### src/hw/rtl/i2cm_pkg.sv
// Shared types, codes and constants for the I2C register-access master.
package i2cm_pkg;

    // Largest number of data bytes in one transfer (payload buffer depth)
    localparam int unsigned MAX_BYTES = 16;
    localparam int unsigned CNT_W     = $clog2(MAX_BYTES + 1);
    localparam int unsigned SLOT_W    = $clog2(MAX_BYTES);

    // Reset values of the configuration registers
    localparam logic [15:0] PHASE_TICKS_RST = 16'd200;
    localparam logic [9:0]  ACK_POLL_RST    = 10'd251;

    // Configuration register indexes
    localparam logic CFG_PHASE_TICKS = 1'b0;
    localparam logic CFG_ACK_POLL    = 1'b1;

    // Opcodes of an input item
    localparam logic [1:0] OP_TICK  = 2'd0;
    localparam logic [1:0] OP_READ  = 2'd1;
    localparam logic [1:0] OP_WRITE = 2'd2;
    localparam logic [1:0] OP_LOAD  = 2'd3;

    // Byte stage: which header byte is on the bus, or the data bytes after them
    localparam logic [1:0] STG_ADDR  = 2'd0;
    localparam logic [1:0] STG_REG   = 2'd1;
    localparam logic [1:0] STG_RADDR = 2'd2;
    localparam logic [1:0] STG_DATA  = 2'd3;

    // Bus phases
    typedef enum logic [4:0] {
        PH_IDLE   = 5'd0,
        PH_STA_A  = 5'd1,
        PH_STA_B  = 5'd2,
        PH_W_LOW  = 5'd3,
        PH_W_HIGH = 5'd4,
        PH_W_TAIL = 5'd5,
        PH_A_LOW  = 5'd6,
        PH_A_HIGH = 5'd7,
        PH_A_POLL = 5'd8,
        PH_A_TAIL = 5'd9,
        PH_R_H1   = 5'd10,
        PH_R_H2   = 5'd11,
        PH_R_LOW  = 5'd12,
        PH_K_SET  = 5'd13,
        PH_K_HIGH = 5'd14,
        PH_K_LOW  = 5'd15,
        PH_STO_A  = 5'd16,
        PH_STO_B  = 5'd17
    } t_phase;

    // One input item (one bus tick)
    typedef struct packed {
        logic [1:0]       opcode;
        logic [6:0]       device_address;
        logic [7:0]       register_address;
        logic [CNT_W-1:0] byte_count;
        logic [3:0]       payload_index;
        logic [7:0]       payload_byte;
        logic             sda_sample;
    } t_in;

    // One result item (pin levels and status after the tick)
    typedef struct packed {
        logic       scl_level;
        logic       sda_pull_low;
        logic       read_valid;
        logic [7:0] read_data;
        logic       read_last;
        logic       transfer_done;
        logic       ack_error;
        logic       busy_res;
    } t_out;

endpackage

### src/hw/rtl/i2cm_payload.sv
// Write payload buffer: register file with write-to-read forwarding.
module i2cm_payload (
    input  logic                        i_clk,
    input  logic                        i_we,
    input  logic [i2cm_pkg::SLOT_W-1:0] i_waddr,
    input  logic [7:0]                  i_wdata,
    input  logic [i2cm_pkg::SLOT_W-1:0] i_raddr,
    output logic [7:0]                  o_rdata
);

    logic [7:0] r_mem [i2cm_pkg::MAX_BYTES];

    // Store a loaded byte
    always_ff @(posedge i_clk) begin
        if (i_we) begin
            r_mem[i_waddr] <= i_wdata;
        end
    end

    // A byte loaded on the same tick is seen by that tick's read
    assign o_rdata = (i_we && (i_waddr == i_raddr)) ? i_wdata : r_mem[i_raddr];

endmodule

### src/hw/rtl/i2cm_core.sv
// Bus sequencer: advances the I2C master by one tick per processed item.
module i2cm_core (
    input  logic                        i_clk,
    input  logic                        i_rst_n,
    input  logic                        i_step,
    input  i2cm_pkg::t_in               i_item,
    input  logic [15:0]                 i_phase_ticks,
    input  logic [9:0]                  i_ack_poll_limit,
    input  logic [7:0]                  i_pay_rdata,
    output logic [i2cm_pkg::SLOT_W-1:0] o_pay_raddr,
    output i2cm_pkg::t_out              o_result
);

    localparam int unsigned CW = i2cm_pkg::CNT_W;

    i2cm_pkg::t_phase r_phase, n_phase;
    logic [15:0]   r_dc, n_dc;
    logic [3:0]    r_bc, n_bc;
    logic [7:0]    r_shift, n_shift;
    logic [CW-1:0] r_bd, n_bd;
    logic [9:0]    r_poll, n_poll;
    logic          r_err, n_err;
    logic [6:0]    r_dev, n_dev;
    logic [7:0]    r_reg, n_reg;
    logic [CW-1:0] r_cnt, n_cnt;
    logic          r_rd, n_rd;
    logic [1:0]    r_stage, n_stage;

    logic [15:0]   w_dc_inc;
    logic          w_delay_done;
    logic [3:0]    w_bc_inc;
    logic [CW-1:0] w_bd_inc;
    logic [CW-1:0] w_cnt_sat;
    logic          w_rvalid;
    logic [7:0]    w_rdata;
    logic          w_rlast;
    logic          w_done;
    logic          w_bitpull;
    logic          w_ackpull;
    logic          w_scl;
    logic          w_pull;

    // State registers
    always_ff @(posedge i_clk) begin
        if (!i_rst_n) begin
            r_phase <= i2cm_pkg::PH_IDLE;
            r_dc    <= '0;
            r_bc    <= '0;
            r_shift <= '0;
            r_bd    <= '0;
            r_poll  <= '0;
            r_err   <= 1'b0;
            r_dev   <= '0;
            r_reg   <= '0;
            r_cnt   <= '0;
            r_rd    <= 1'b0;
            r_stage <= i2cm_pkg::STG_ADDR;
        end else if (i_step) begin
            r_phase <= n_phase;
            r_dc    <= n_dc;
            r_bc    <= n_bc;
            r_shift <= n_shift;
            r_bd    <= n_bd;
            r_poll  <= n_poll;
            r_err   <= n_err;
            r_dev   <= n_dev;
            r_reg   <= n_reg;
            r_cnt   <= n_cnt;
            r_rd    <= n_rd;
            r_stage <= n_stage;
        end
    end

    // Shared increments; a zero phase_ticks acts as one tick
    assign w_dc_inc     = r_dc + 16'd1;
    assign w_delay_done = (w_dc_inc >= i_phase_ticks);
    assign w_bc_inc     = r_bc + 4'd1;
    assign w_bd_inc     = r_bd + CW'(1);
    assign w_cnt_sat    = (i_item.byte_count > CW'(i2cm_pkg::MAX_BYTES))
                          ? CW'(i2cm_pkg::MAX_BYTES) : i_item.byte_count;

    // Payload slot for the next write data byte
    assign o_pay_raddr = (r_stage == i2cm_pkg::STG_REG)
                         ? r_bd[i2cm_pkg::SLOT_W-1:0] : w_bd_inc[i2cm_pkg::SLOT_W-1:0];

    // Next state of the sequencer
    always_comb begin
        n_phase  = r_phase;
        n_dc     = r_dc;
        n_bc     = r_bc;
        n_shift  = r_shift;
        n_bd     = r_bd;
        n_poll   = r_poll;
        n_err    = r_err;
        n_dev    = r_dev;
        n_reg    = r_reg;
        n_cnt    = r_cnt;
        n_rd     = r_rd;
        n_stage  = r_stage;
        w_rvalid = 1'b0;
        w_rdata  = 8'd0;
        w_rlast  = 1'b0;
        w_done   = 1'b0;

        case (r_phase)
            i2cm_pkg::PH_IDLE: begin
                if (i_item.opcode == i2cm_pkg::OP_READ ||
                    i_item.opcode == i2cm_pkg::OP_WRITE) begin
                    n_rd    = (i_item.opcode == i2cm_pkg::OP_READ);
                    n_cnt   = (n_rd && w_cnt_sat == '0) ? CW'(1) : w_cnt_sat;
                    n_dev   = i_item.device_address;
                    n_reg   = i_item.register_address;
                    n_bd    = '0;
                    n_err   = 1'b0;
                    n_stage = i2cm_pkg::STG_ADDR;
                    n_phase = i2cm_pkg::PH_STA_A;
                    n_dc    = '0;
                end
            end
            i2cm_pkg::PH_STA_A: begin
                n_dc = w_dc_inc;
                if (w_delay_done) begin
                    n_phase = i2cm_pkg::PH_STA_B;
                    n_dc    = '0;
                end
            end
            i2cm_pkg::PH_STA_B: begin
                n_dc = w_dc_inc;
                if (w_delay_done) begin
                    n_shift = {r_dev, (r_stage == i2cm_pkg::STG_RADDR)};
                    n_bc    = '0;
                    n_phase = i2cm_pkg::PH_W_LOW;
                    n_dc    = '0;
                end
            end
            i2cm_pkg::PH_W_LOW: begin
                n_dc = w_dc_inc;
                if (w_delay_done) begin
                    n_phase = i2cm_pkg::PH_W_HIGH;
                    n_dc    = '0;
                end
            end
            i2cm_pkg::PH_W_HIGH: begin
                n_dc = w_dc_inc;
                if (w_delay_done) begin
                    n_phase = i2cm_pkg::PH_W_TAIL;
                    n_dc    = '0;
                end
            end
            i2cm_pkg::PH_W_TAIL: begin
                n_dc = w_dc_inc;
                if (w_delay_done) begin
                    n_bc    = w_bc_inc;
                    n_shift = {r_shift[6:0], 1'b0};
                    n_phase = (w_bc_inc >= 4'd8) ? i2cm_pkg::PH_A_LOW : i2cm_pkg::PH_W_LOW;
                    n_dc    = '0;
                end
            end
            i2cm_pkg::PH_A_LOW: begin
                n_dc = w_dc_inc;
                if (w_delay_done) begin
                    n_phase = i2cm_pkg::PH_A_HIGH;
                    n_dc    = '0;
                end
            end
            i2cm_pkg::PH_A_HIGH: begin
                n_dc = w_dc_inc;
                if (w_delay_done) begin
                    n_poll  = '0;
                    n_phase = i2cm_pkg::PH_A_POLL;
                    n_dc    = '0;
                end
            end
            // Wait for the slave to pull SDA low, bounded by ack_poll_limit
            i2cm_pkg::PH_A_POLL: begin
                if (!i_item.sda_sample) begin
                    n_phase = i2cm_pkg::PH_A_TAIL;
                    n_dc    = '0;
                end else if (r_poll >= i_ack_poll_limit) begin
                    n_err   = 1'b1;
                    n_phase = i2cm_pkg::PH_A_TAIL;
                    n_dc    = '0;
                end else begin
                    n_poll = r_poll + 10'd1;
                end
            end
            // After the acknowledge: pick the next byte or the STOP
            i2cm_pkg::PH_A_TAIL: begin
                n_dc = w_dc_inc;
                if (w_delay_done) begin
                    n_dc = '0;
                    case (r_stage)
                        i2cm_pkg::STG_ADDR: begin
                            n_stage = i2cm_pkg::STG_REG;
                            n_shift = r_reg;
                            n_bc    = '0;
                            n_phase = i2cm_pkg::PH_W_LOW;
                        end
                        i2cm_pkg::STG_REG: begin
                            if (r_rd) begin
                                n_stage = i2cm_pkg::STG_RADDR;
                                n_phase = i2cm_pkg::PH_STA_A;
                            end else if (r_bd < r_cnt) begin
                                n_stage = i2cm_pkg::STG_DATA;
                                n_shift = i_pay_rdata;
                                n_bc    = '0;
                                n_phase = i2cm_pkg::PH_W_LOW;
                            end else begin
                                n_phase = i2cm_pkg::PH_STO_A;
                            end
                        end
                        i2cm_pkg::STG_RADDR: begin
                            n_stage = i2cm_pkg::STG_DATA;
                            n_shift = '0;
                            n_bc    = '0;
                            n_phase = i2cm_pkg::PH_R_H1;
                        end
                        default: begin
                            n_bd = w_bd_inc;
                            if (w_bd_inc < r_cnt) begin
                                n_shift = i_pay_rdata;
                                n_bc    = '0;
                                n_phase = i2cm_pkg::PH_W_LOW;
                            end else begin
                                n_phase = i2cm_pkg::PH_STO_A;
                            end
                        end
                    endcase
                end
            end
            // Read bit: sample SDA at the end of the first high step
            i2cm_pkg::PH_R_H1: begin
                n_dc = w_dc_inc;
                if (w_delay_done) begin
                    n_shift = {r_shift[6:0], i_item.sda_sample};
                    n_phase = i2cm_pkg::PH_R_H2;
                    n_dc    = '0;
                end
            end
            i2cm_pkg::PH_R_H2: begin
                n_dc = w_dc_inc;
                if (w_delay_done) begin
                    n_phase = i2cm_pkg::PH_R_LOW;
                    n_dc    = '0;
                end
            end
            i2cm_pkg::PH_R_LOW: begin
                n_dc = w_dc_inc;
                if (w_delay_done) begin
                    n_bc = w_bc_inc;
                    n_dc = '0;
                    if (w_bc_inc >= 4'd8) begin
                        w_rvalid = 1'b1;
                        w_rdata  = r_shift;
                        w_rlast  = ({1'b0, r_bd} + (CW+1)'(1)) >= {1'b0, r_cnt};
                        n_phase  = i2cm_pkg::PH_K_SET;
                    end else begin
                        n_phase = i2cm_pkg::PH_R_H1;
                    end
                end
            end
            i2cm_pkg::PH_K_SET: begin
                n_dc = w_dc_inc;
                if (w_delay_done) begin
                    n_phase = i2cm_pkg::PH_K_HIGH;
                    n_dc    = '0;
                end
            end
            i2cm_pkg::PH_K_HIGH: begin
                n_dc = w_dc_inc;
                if (w_delay_done) begin
                    n_phase = i2cm_pkg::PH_K_LOW;
                    n_dc    = '0;
                end
            end
            i2cm_pkg::PH_K_LOW: begin
                n_dc = w_dc_inc;
                if (w_delay_done) begin
                    n_bd = w_bd_inc;
                    n_dc = '0;
                    if (w_bd_inc < r_cnt) begin
                        n_shift = '0;
                        n_bc    = '0;
                        n_phase = i2cm_pkg::PH_R_H1;
                    end else begin
                        n_phase = i2cm_pkg::PH_STO_A;
                    end
                end
            end
            i2cm_pkg::PH_STO_A: begin
                n_dc = w_dc_inc;
                if (w_delay_done) begin
                    n_phase = i2cm_pkg::PH_STO_B;
                    n_dc    = '0;
                end
            end
            i2cm_pkg::PH_STO_B: begin
                n_dc = w_dc_inc;
                if (w_delay_done) begin
                    w_done  = 1'b1;
                    n_phase = i2cm_pkg::PH_IDLE;
                    n_dc    = '0;
                end
            end
            default: begin
                n_phase = i2cm_pkg::PH_IDLE;
                n_dc    = '0;
            end
        endcase
    end

    // Pin levels after the tick
    assign w_bitpull = ~n_shift[7];
    assign w_ackpull = ~(({1'b0, n_bd} + (CW+1)'(1)) >= {1'b0, n_cnt});

    always_comb begin
        case (n_phase)
            i2cm_pkg::PH_STA_A:  begin w_scl = 1'b1; w_pull = 1'b0;      end
            i2cm_pkg::PH_STA_B:  begin w_scl = 1'b1; w_pull = 1'b1;      end
            i2cm_pkg::PH_W_LOW,
            i2cm_pkg::PH_W_TAIL: begin w_scl = 1'b0; w_pull = w_bitpull; end
            i2cm_pkg::PH_W_HIGH: begin w_scl = 1'b1; w_pull = w_bitpull; end
            i2cm_pkg::PH_A_LOW,
            i2cm_pkg::PH_A_TAIL,
            i2cm_pkg::PH_R_LOW:  begin w_scl = 1'b0; w_pull = 1'b0;      end
            i2cm_pkg::PH_A_HIGH,
            i2cm_pkg::PH_A_POLL,
            i2cm_pkg::PH_R_H1,
            i2cm_pkg::PH_R_H2:   begin w_scl = 1'b1; w_pull = 1'b0;      end
            i2cm_pkg::PH_K_SET,
            i2cm_pkg::PH_K_LOW:  begin w_scl = 1'b0; w_pull = w_ackpull; end
            i2cm_pkg::PH_K_HIGH: begin w_scl = 1'b1; w_pull = w_ackpull; end
            i2cm_pkg::PH_STO_A:  begin w_scl = 1'b0; w_pull = 1'b1;      end
            i2cm_pkg::PH_STO_B:  begin w_scl = 1'b1; w_pull = 1'b1;      end
            default:             begin w_scl = 1'b1; w_pull = 1'b0;      end
        endcase
    end

    // Result of this tick
    always_comb begin
        o_result.scl_level     = w_scl;
        o_result.sda_pull_low  = w_pull;
        o_result.read_valid    = w_rvalid;
        o_result.read_data     = w_rdata;
        o_result.read_last     = w_rlast;
        o_result.transfer_done = w_done;
        o_result.ack_error     = n_err;
        o_result.busy_res      = (n_phase != i2cm_pkg::PH_IDLE);
    end

endmodule

### src/hw/rtl/i2c_master_register_access.sv
// A result passes from the input register through the tick logic into the
// result register. Throughput: one tick item per cycle while not stalled;
// a waiting result stalls the input only when the input register is full.
// Reset (i_rst_n low, synchronous): bus idle, counters and flags cleared,
// phase_ticks = 200, ack_poll_limit = 251; payload buffer holds no reset value.
module i2c_master_register_access (
    input  logic            i_clk,
    input  logic            i_rst_n,
    input  logic            i_in_valid,
    output logic            o_in_stall,
    input  i2cm_pkg::t_in   i_in_data,
    output logic            o_out_valid,
    input  logic            i_out_stall,
    output i2cm_pkg::t_out  o_out_data,
    input  logic            i_cfg_we,
    input  logic            i_cfg_index,
    input  logic [15:0]     i_cfg_data
);

    logic                        r_in_valid;
    i2cm_pkg::t_in               r_in_data;
    logic                        r_out_valid;
    i2cm_pkg::t_out              r_out_data;
    logic [15:0]                 r_phase_ticks;
    logic [9:0]                  r_ack_poll_limit;

    logic                        w_out_free;
    logic                        w_step;
    i2cm_pkg::t_out              w_result;
    logic [i2cm_pkg::SLOT_W-1:0] w_pay_raddr;
    logic [7:0]                  w_pay_rdata;

    // Pipeline flow control
    assign w_out_free = !r_out_valid || !i_out_stall;
    assign w_step     = r_in_valid && w_out_free;
    assign o_in_stall = r_in_valid && !w_out_free;

    // Configuration registers
    always_ff @(posedge i_clk) begin
        if (!i_rst_n) begin
            r_phase_ticks    <= i2cm_pkg::PHASE_TICKS_RST;
            r_ack_poll_limit <= i2cm_pkg::ACK_POLL_RST;
        end else if (i_cfg_we) begin
            case (i_cfg_index)
                i2cm_pkg::CFG_PHASE_TICKS: r_phase_ticks    <= i_cfg_data;
                i2cm_pkg::CFG_ACK_POLL:    r_ack_poll_limit <= i_cfg_data[9:0];
                default:                   r_phase_ticks    <= r_phase_ticks;
            endcase
        end
    end

    // Input register
    always_ff @(posedge i_clk) begin
        if (!i_rst_n) begin
            r_in_valid <= 1'b0;
        end else if (!o_in_stall) begin
            r_in_valid <= i_in_valid;
        end
    end

    always_ff @(posedge i_clk) begin
        if (i_in_valid && !o_in_stall) begin
            r_in_data <= i_in_data;
        end
    end

    // Payload buffer, loaded by the load opcode in any bus phase
    i2cm_payload u_payload (
        .i_clk   (i_clk),
        .i_we    (w_step && (r_in_data.opcode == i2cm_pkg::OP_LOAD)),
        .i_waddr (r_in_data.payload_index),
        .i_wdata (r_in_data.payload_byte),
        .i_raddr (w_pay_raddr),
        .o_rdata (w_pay_rdata)
    );

    // Tick sequencer
    i2cm_core u_core (
        .i_clk            (i_clk),
        .i_rst_n          (i_rst_n),
        .i_step           (w_step),
        .i_item           (r_in_data),
        .i_phase_ticks    (r_phase_ticks),
        .i_ack_poll_limit (r_ack_poll_limit),
        .i_pay_rdata      (w_pay_rdata),
        .o_pay_raddr      (w_pay_raddr),
        .o_result         (w_result)
    );

    // Result register
    always_ff @(posedge i_clk) begin
        if (!i_rst_n) begin
            r_out_valid <= 1'b0;
        end else if (w_out_free) begin
            r_out_valid <= w_step;
        end
    end

    always_ff @(posedge i_clk) begin
        if (w_step) begin
            r_out_data <= w_result;
        end
    end

    assign o_out_valid = r_out_valid;
    assign o_out_data  = r_out_data;

endmodule
### config.mk
export PLATFORM = sky130hd
export DESIGN_NAME = i2c_master_register_access
export DESIGN_NICKNAME = d
export VERILOG_FILES = /design/src/hw/rtl/i2cm_pkg.sv /design/src/hw/rtl/i2cm_payload.sv /design/src/hw/rtl/i2cm_core.sv /design/src/hw/rtl/i2c_master_register_access.sv
export SDC_FILE = /design/constraint.sdc
export NUM_CORES = 1
export LEC_CHECK = 0
export ABC_AREA = 1
export BUFFER_PORTS_ARGS = -buffer_cell sky130_fd_sc_hd__buf_2
export CORE_MARGIN = 1
export CORE_UTILIZATION = 55
export DETAILED_ROUTE_END_ITERATION = 16
export GPL_TIMING_DRIVEN = 0
export PLACE_DENSITY = 0.77
export SLEW_MARGIN = 20
export SYNTH_ARGS = -nofsm -noshare
export SYNTH_HDL_FRONTEND = slang
export SYNTH_SLANG_ARGS = --single-unit
### constraint.sdc
create_clock -name i_clk -period 5.9 [get_ports i_clk]
set_input_delay 0.59 -clock i_clk [delete_from_list [all_inputs] [get_ports i_clk]]
set_output_delay 0.59 -clock i_clk [all_outputs]
set_load 0.05 [all_outputs]
Word level (Yosys, flattened, before mapping)
Memories as Yosys holds them, arrays and structs flattened.
Index checks and enable logic that the tools add are counted.

operators by class
  reduce and logical (&&, ||, !) cells = 38
  equality and inequality tests = 52
  add/sub/neg operators = 6
  bitwise logic cells = 3
  muxes and demuxes = 83
  magnitude comparators = 8

operators by type and width
  cell                                                                      number
  5-bit 2-to-1 mux                                                          31
  5-bit one-hot mux with 18 select lines                                    1
  8-bit 2-to-1 mux                                                          10
  5-bit by 4-bit == test with 1-bit output (second input constant)          13
  16-bit 2-to-1 mux                                                         4
  16-bit one-hot mux with 3 select lines                                    1
  8-bit one-hot mux with 5 select lines                                     1
  5-bit by 3-bit == test with 1-bit output (second input constant)          7
  4-bit 2-to-1 mux                                                          8
  10-bit 2-to-1 mux                                                         3
  5-bit one-hot mux with 3 select lines                                     2
  8-bit one-hot mux with 3 select lines                                     1
  5-bit by 2-bit == test with 1-bit output (second input constant)          4
  5-bit == test (second input constant)                                     4
  10-bit one-hot mux with 2 select lines                                    1
  2-bit by 1-bit inequality test with 1-bit output (second input constant)  9
  16-bit by 1-bit adder with 16-bit output (second input constant)          1
  16-bit greater-or-equal comparator                                        1
  4-bit one-hot mux with 4 select lines                                     1
  16-bit OR reduction                                                       1
  5-bit by 1-bit adder with 6-bit output (second input constant)            2
  6-bit by 5-bit greater-or-equal comparator with 1-bit output              2
  3-bit OR reduction                                                        4
  11-bit AND reduction                                                      1
  other kinds (41)                                                          77

word-level totals
  word-level logic and storage cells = 223
  bits of input ports = 57
  bits in writable memories = 128
  register bits = 150
  memories = 1

memory list
  name             depth  bits a word  rd ports  clocked after memory_dff  write ports  line                RTL
  u_payload.r_mem  16     8            1         0                         1            i2cm_payload.sv:11  logic [7:0] r_mem [i2cm_pkg::MAX_BYTES];

Depth between registers and ports, before layout
  word-level depth = 13
  mapped depth = 34

Cells and area by module
A second synthesis with hierarchy kept.

second synthesis, totals
  cells, all modules = 1713
  area total of the unflattened synthesis = 14373.8 um2

by module, submodules not included
  module                      instances  seq. area each (um2)  cells an instance  area an instance (um2)
  i2cm_core                   1          1441.4                927                5980.7
  i2cm_payload                1          3843.7                577                5761.8
  i2c_master_register_access  1          2062.0                209                2631.3

Least setup slack after synthesis
OpenSTA, ideal clock, no wires.

  path kind = register -> register
  start point = reg u_core.r_dc[0]
  end point = reg r_out_data (netlist bit o_out_data[13]), data pin
  cell stages (with the launch flop) = 34
  path slack = 1228 ps
  clock period less this slack = 4672 ps
  buffers on the path = 0
  data arrival time = 4542 ps
  path through = dfxtp_1 > ha_1 > nand3_1 > nor3b_2 > nand3_1 > nor3b_2 > nand3_1 > nor2_1 > xor2_1 > ha_1 > nand2_1 > inv_1 > nand3_1 > a21oi_1 > nor2_2 > nand3_2 > inv_2 > nand2_1 > nand3_1 > nand2_1 > nor2_1 > inv_1 > ha_1 > ha_1 > a21boi_0 > o21a_1 > o21ai_0 > nand2_1 > a21oi_1 > nand2_1 > o21bai_1 > nor2_1 > nor2_1 > nand2_1

RTL lines
  what                    line                               RTL
  start, declared         i2cm_core.sv:17                    logic [15:0] r_dc, n_dc;
  start signal, assigned  i2cm_core.sv:60                    r_dc <= n_dc;
  end signal, assigned    i2c_master_register_access.sv:101  r_out_data <= w_result;
  end, declared           i2c_master_register_access.sv:23   i2cm_pkg::t_out r_out_data;

==> run_results.csv <==
group,metric,value,unit
status,status,"finished, final reports clean",
routing,ant_nets,0,
routing,vias,11500,
timing,hold_viol,0,
worst_setup_path,max_stage_delay,0.45,ns
timing,finalCritPeriodShare,91.8,%
timing,layout_min_cycle_time,5.41,ns
synth,synth_cell_types,55,
floorplanning,dieArea,0.0256,mm2
synth,async_reset_ff_share,0,%
synth,synth_warnings,0,
cells_and_area,drive_gt1_share,13.2,%
min_path,hold_start,"i_in_data[25]",
worst_setup_path,end_kind,"register",
timing,max_freq,185,MHz
clock_tree,clk_pin_slew,0.06,ns
place,pre_cts_slack,0.238,ns
worst_setup_path,cpMostUsedCell,"nand2_1",
synth,ys_seq_elements,278,
worst_setup_path,r2r_end,"o_out_data[13]",
place,io_buffers,73,
worst_setup_path,arrival,5.86,ns
global_routing,antenna_found_initial,0,
timing,fin_ws,0.486,ns
global_routing,grt-ovfl-total,0,
cells_and_area,final_core_util,64.2,%
clock_tree,cts_tree,"yes",
floorplanning,die_h,160,um
global_routing,grt_usage,28.4,%
floorplanning,dieWidth,160,um
power_and_ir_drop,worst_ir_drop_vdd,0.000360,V
timing,tightest_slew,1.04,ns
worst_setup_path,r2r-start,"u_core.r_dc[0]",
routing,finalWirelength,36500,um
worst_setup_path,ff2ff_setup_slack,0.49,ns
timing,final-setup-viol-count,0,
worst_setup_path,setup.worst_path.start_class,"register",
clock_tree,cts_buffers,29,
clock_tree,clock_latency,0.57,ns
synth,synth.cell_area,0.0137,mm2
min_path,whs_path_depth,1,
power_and_ir_drop,total_power,4.85,mW
cells_and_area,finalNetCount,1736,
worst_setup_path,crit_path_top_delay_cell,"dfxtp_1",
floorplanning,ios,74,
cells_and_area,fillers,2000,
timing,setup_tns,0,ns
worst_setup_path,crit_fanout,10,
synth,syn_area_per_cell,9.04,um2
clock_tree,holdBufCountCts,0,
cells_and_area,top_register,"u_payload.r_mem",
run,maxCapViolCount,0,
clock_tree,cts_root_buffer,"clkbuf_16",
clock_tree,clkSinkCount,278,
power_and_ir_drop,cellLeakagePower,6.47,nW
global_routing,grt_first_pass_wirelength,57300,um
floorplanning,core_region_area,0.0244,mm2
cells_and_area,multi_input_area,0.00547,mm2
cells_and_area,area_delta_synth_final,14.0,%
worst_setup_path,r2r_cells,33,
place,placed_cell_area,0.0145,mm2
worst_setup_path,crit_required,6.34,ns
routing,drtIter0Drc,1195,
cells_and_area,fin_area,0.0157,mm2
timing,maxSlewViolCount,0,
synth,synthFlopType,"edfxtp_1",
min_path,whs_endpoint,"r_in_data[25]",
clock_tree,cts_max_path_buffers,3,
synth,syn_inst,1519,
synth,synth_edf_count,178,
power_and_ir_drop,powerDensity,310,mW/mm2
routing,drt-vias-per-instance,5.82,
floorplanning,initial_utilization,56.3,%
cells_and_area,top_regs,"u_payload.r_mem (128), r_in_data (35)",
place,dp_hpwl,25700,um
timing,slew_headroom,30.6,%
min_path,hp-class,"primary input to register",
routing,drc_errors,0,
timing,skew,0.0119,ns
routing,routedWlPerCell,18.5,um
cells_and_area,num_antenna_cells,0,
cells_and_area,seqCellArea,0.00735,mm2
worst_setup_path,critPathKind,"register to register",
synth,synth-seq-area-share,53.5,%
floorplanning,rows,57,
routing,dr.pass1.iters,7,
cells_and_area,largest_register_ffs,128,
clock_tree,htreeDepth,1,
global_routing,grt_pass1_vias,10800,
worst_setup_path,startpoint,"u_core.r_dc[0]",
synth,synth_nets,1628,
place,gp_congestion,0.986,
global_routing,grt_max_degree,25,
==> report_power, final <==
group / total (mW) / leakage (nW) / internal (mW) / switching (mW)
Clock: 2.06 / 0.518 / 1.26 / 0.800
Combinational: 0.630 / 3.50 / 0.191 / 0.439
Sequential: 2.16 / 2.45 / 2.12 / 0.0421
==> cell usage in the layout, fill, tap and decap left out, types with 3 or more instances in the layout <==
master	count
nor2_4	8
nand3_1	114
ha_1	52
o22ai_1	4
a211oi_1	7
xnor2_1	4
inv_1	157
a22oi_1	4
o221ai_1	17
bufinv_16	8
buf_6	3
nand2_2	5
nand4_1	28
nor4_1	4
nand3_4	3
xor2_1	19
nand2_1	290
nand3b_1	5
clkbuf_1	21
nor2_2	7
clkinv_1	7
nor3_1	12
edfxtp_1	178
clkinv_4	3
dfxtp_1	100
inv_4	3
clkbuf_16	29
nor2_1	153
inv_2	14
o21ai_0	113
buf_4	10
a21oi_1	97
buf_2	94
o211ai_1	23
clkinv_2	3
o21ai_1	8
o21ai_2	3
==> metal layers <==
layer	track usage [%]	wire length [um]	vias up	share of wire, %
li1	-	-	5440	-
met1	38.8	15500	5387	43
met2	46.2	16800	575	46
met3	4.42	3070	89	8.4
met4	9.39	1110	0	3.1
met5	0	0	-	0
==> critical path, delay by kind of cell, from the launching register on <==
kind | cells | cell delay, ns
DFF | 1 | 0.45
xor gates and xnor gates | 1 | 0.12
AOI/OAI and AO/OA | 5 | 0.71
buffers and inverters | 3 | 0.34
and+or+nand+nor | 20 | 2.56
adders and majority gates | 4 | 1.10
==> stage by stage <==
step / hold WS, ns / std cells
after floorplan: 0.430 / 1519
after global placement: 0.447 / 1916
after detailed placement: 0.454 / 1917
after CTS: 0.177 / 1971
after global routing: 0.179 / 1974
final: 0.192 / 1974
==> kinds of logic after synthesis <==
logic type,share of synthesized area (%)
buffers and inverters,6.84
AO/OA/AOI/OAI,12.3
XOR/XNOR,1.59
flip-flops,53.5
adder cells (fa/ha/maj),4.74
AND/OR/NAND/NOR,21.0
==> area by class of cell <==
| type | instances | area share [%] |
|---|---|---|
| Sequential cell | 278 | 46.9 |
| Multi-Input combinational cell | 1012 | 34.9 |
| Clock buffer | 30 | 4.66 |
| Inverter | 176 | 4.27 |
| Timing Repair Buffer | 77 | 2.65 |
| Tap cell | 324 | 2.59 |
| Clock inverter | 24 | 2.23 |
| Buffer | 53 | 1.76 |
==> cells in the mapped netlist (8+ instances only) <==
master      n  area (um2)
nand3_1   114         571
a21oi_1    97         485
o221ai_1   17         149
inv_2      14        52.6
dfxtp_1   100        2000
nor2_1    154         578
o21ai_1     8        40.0
xor2_1     19         166
ha_1       52         651
o21ai_0   113         566
buf_2      21         105
o211ai_1   23         173
nand2_1   291        1090
nand4_1    28         175
inv_1     158         593
edfxtp_1  178        5350
nor3_1     12        60.1
clkbuf_1   21        78.8
==> worst max path at each step <==
stage / end / depth (start not counted)
floorplan: o_out_data[13] / 33
global placement: o_out_data[13] / 33
detailed placement: o_out_data[13] / 33
CTS: o_out_data[13] / 33
global route: o_out_data[13] / 34
finish: o_out_data[13] / 33
==> repair_timing <==
| item | in CTS | in global routing |
|---|---|---|
| hold endpoints to repair | 0 | 0 |
| buffers inserted | 0 | 3 |
| gates resized for setup | 0 | 6 |
| setup endpoints to repair | 0 | 1 |
Note: power is estimated with default switching activity, not from simulation.
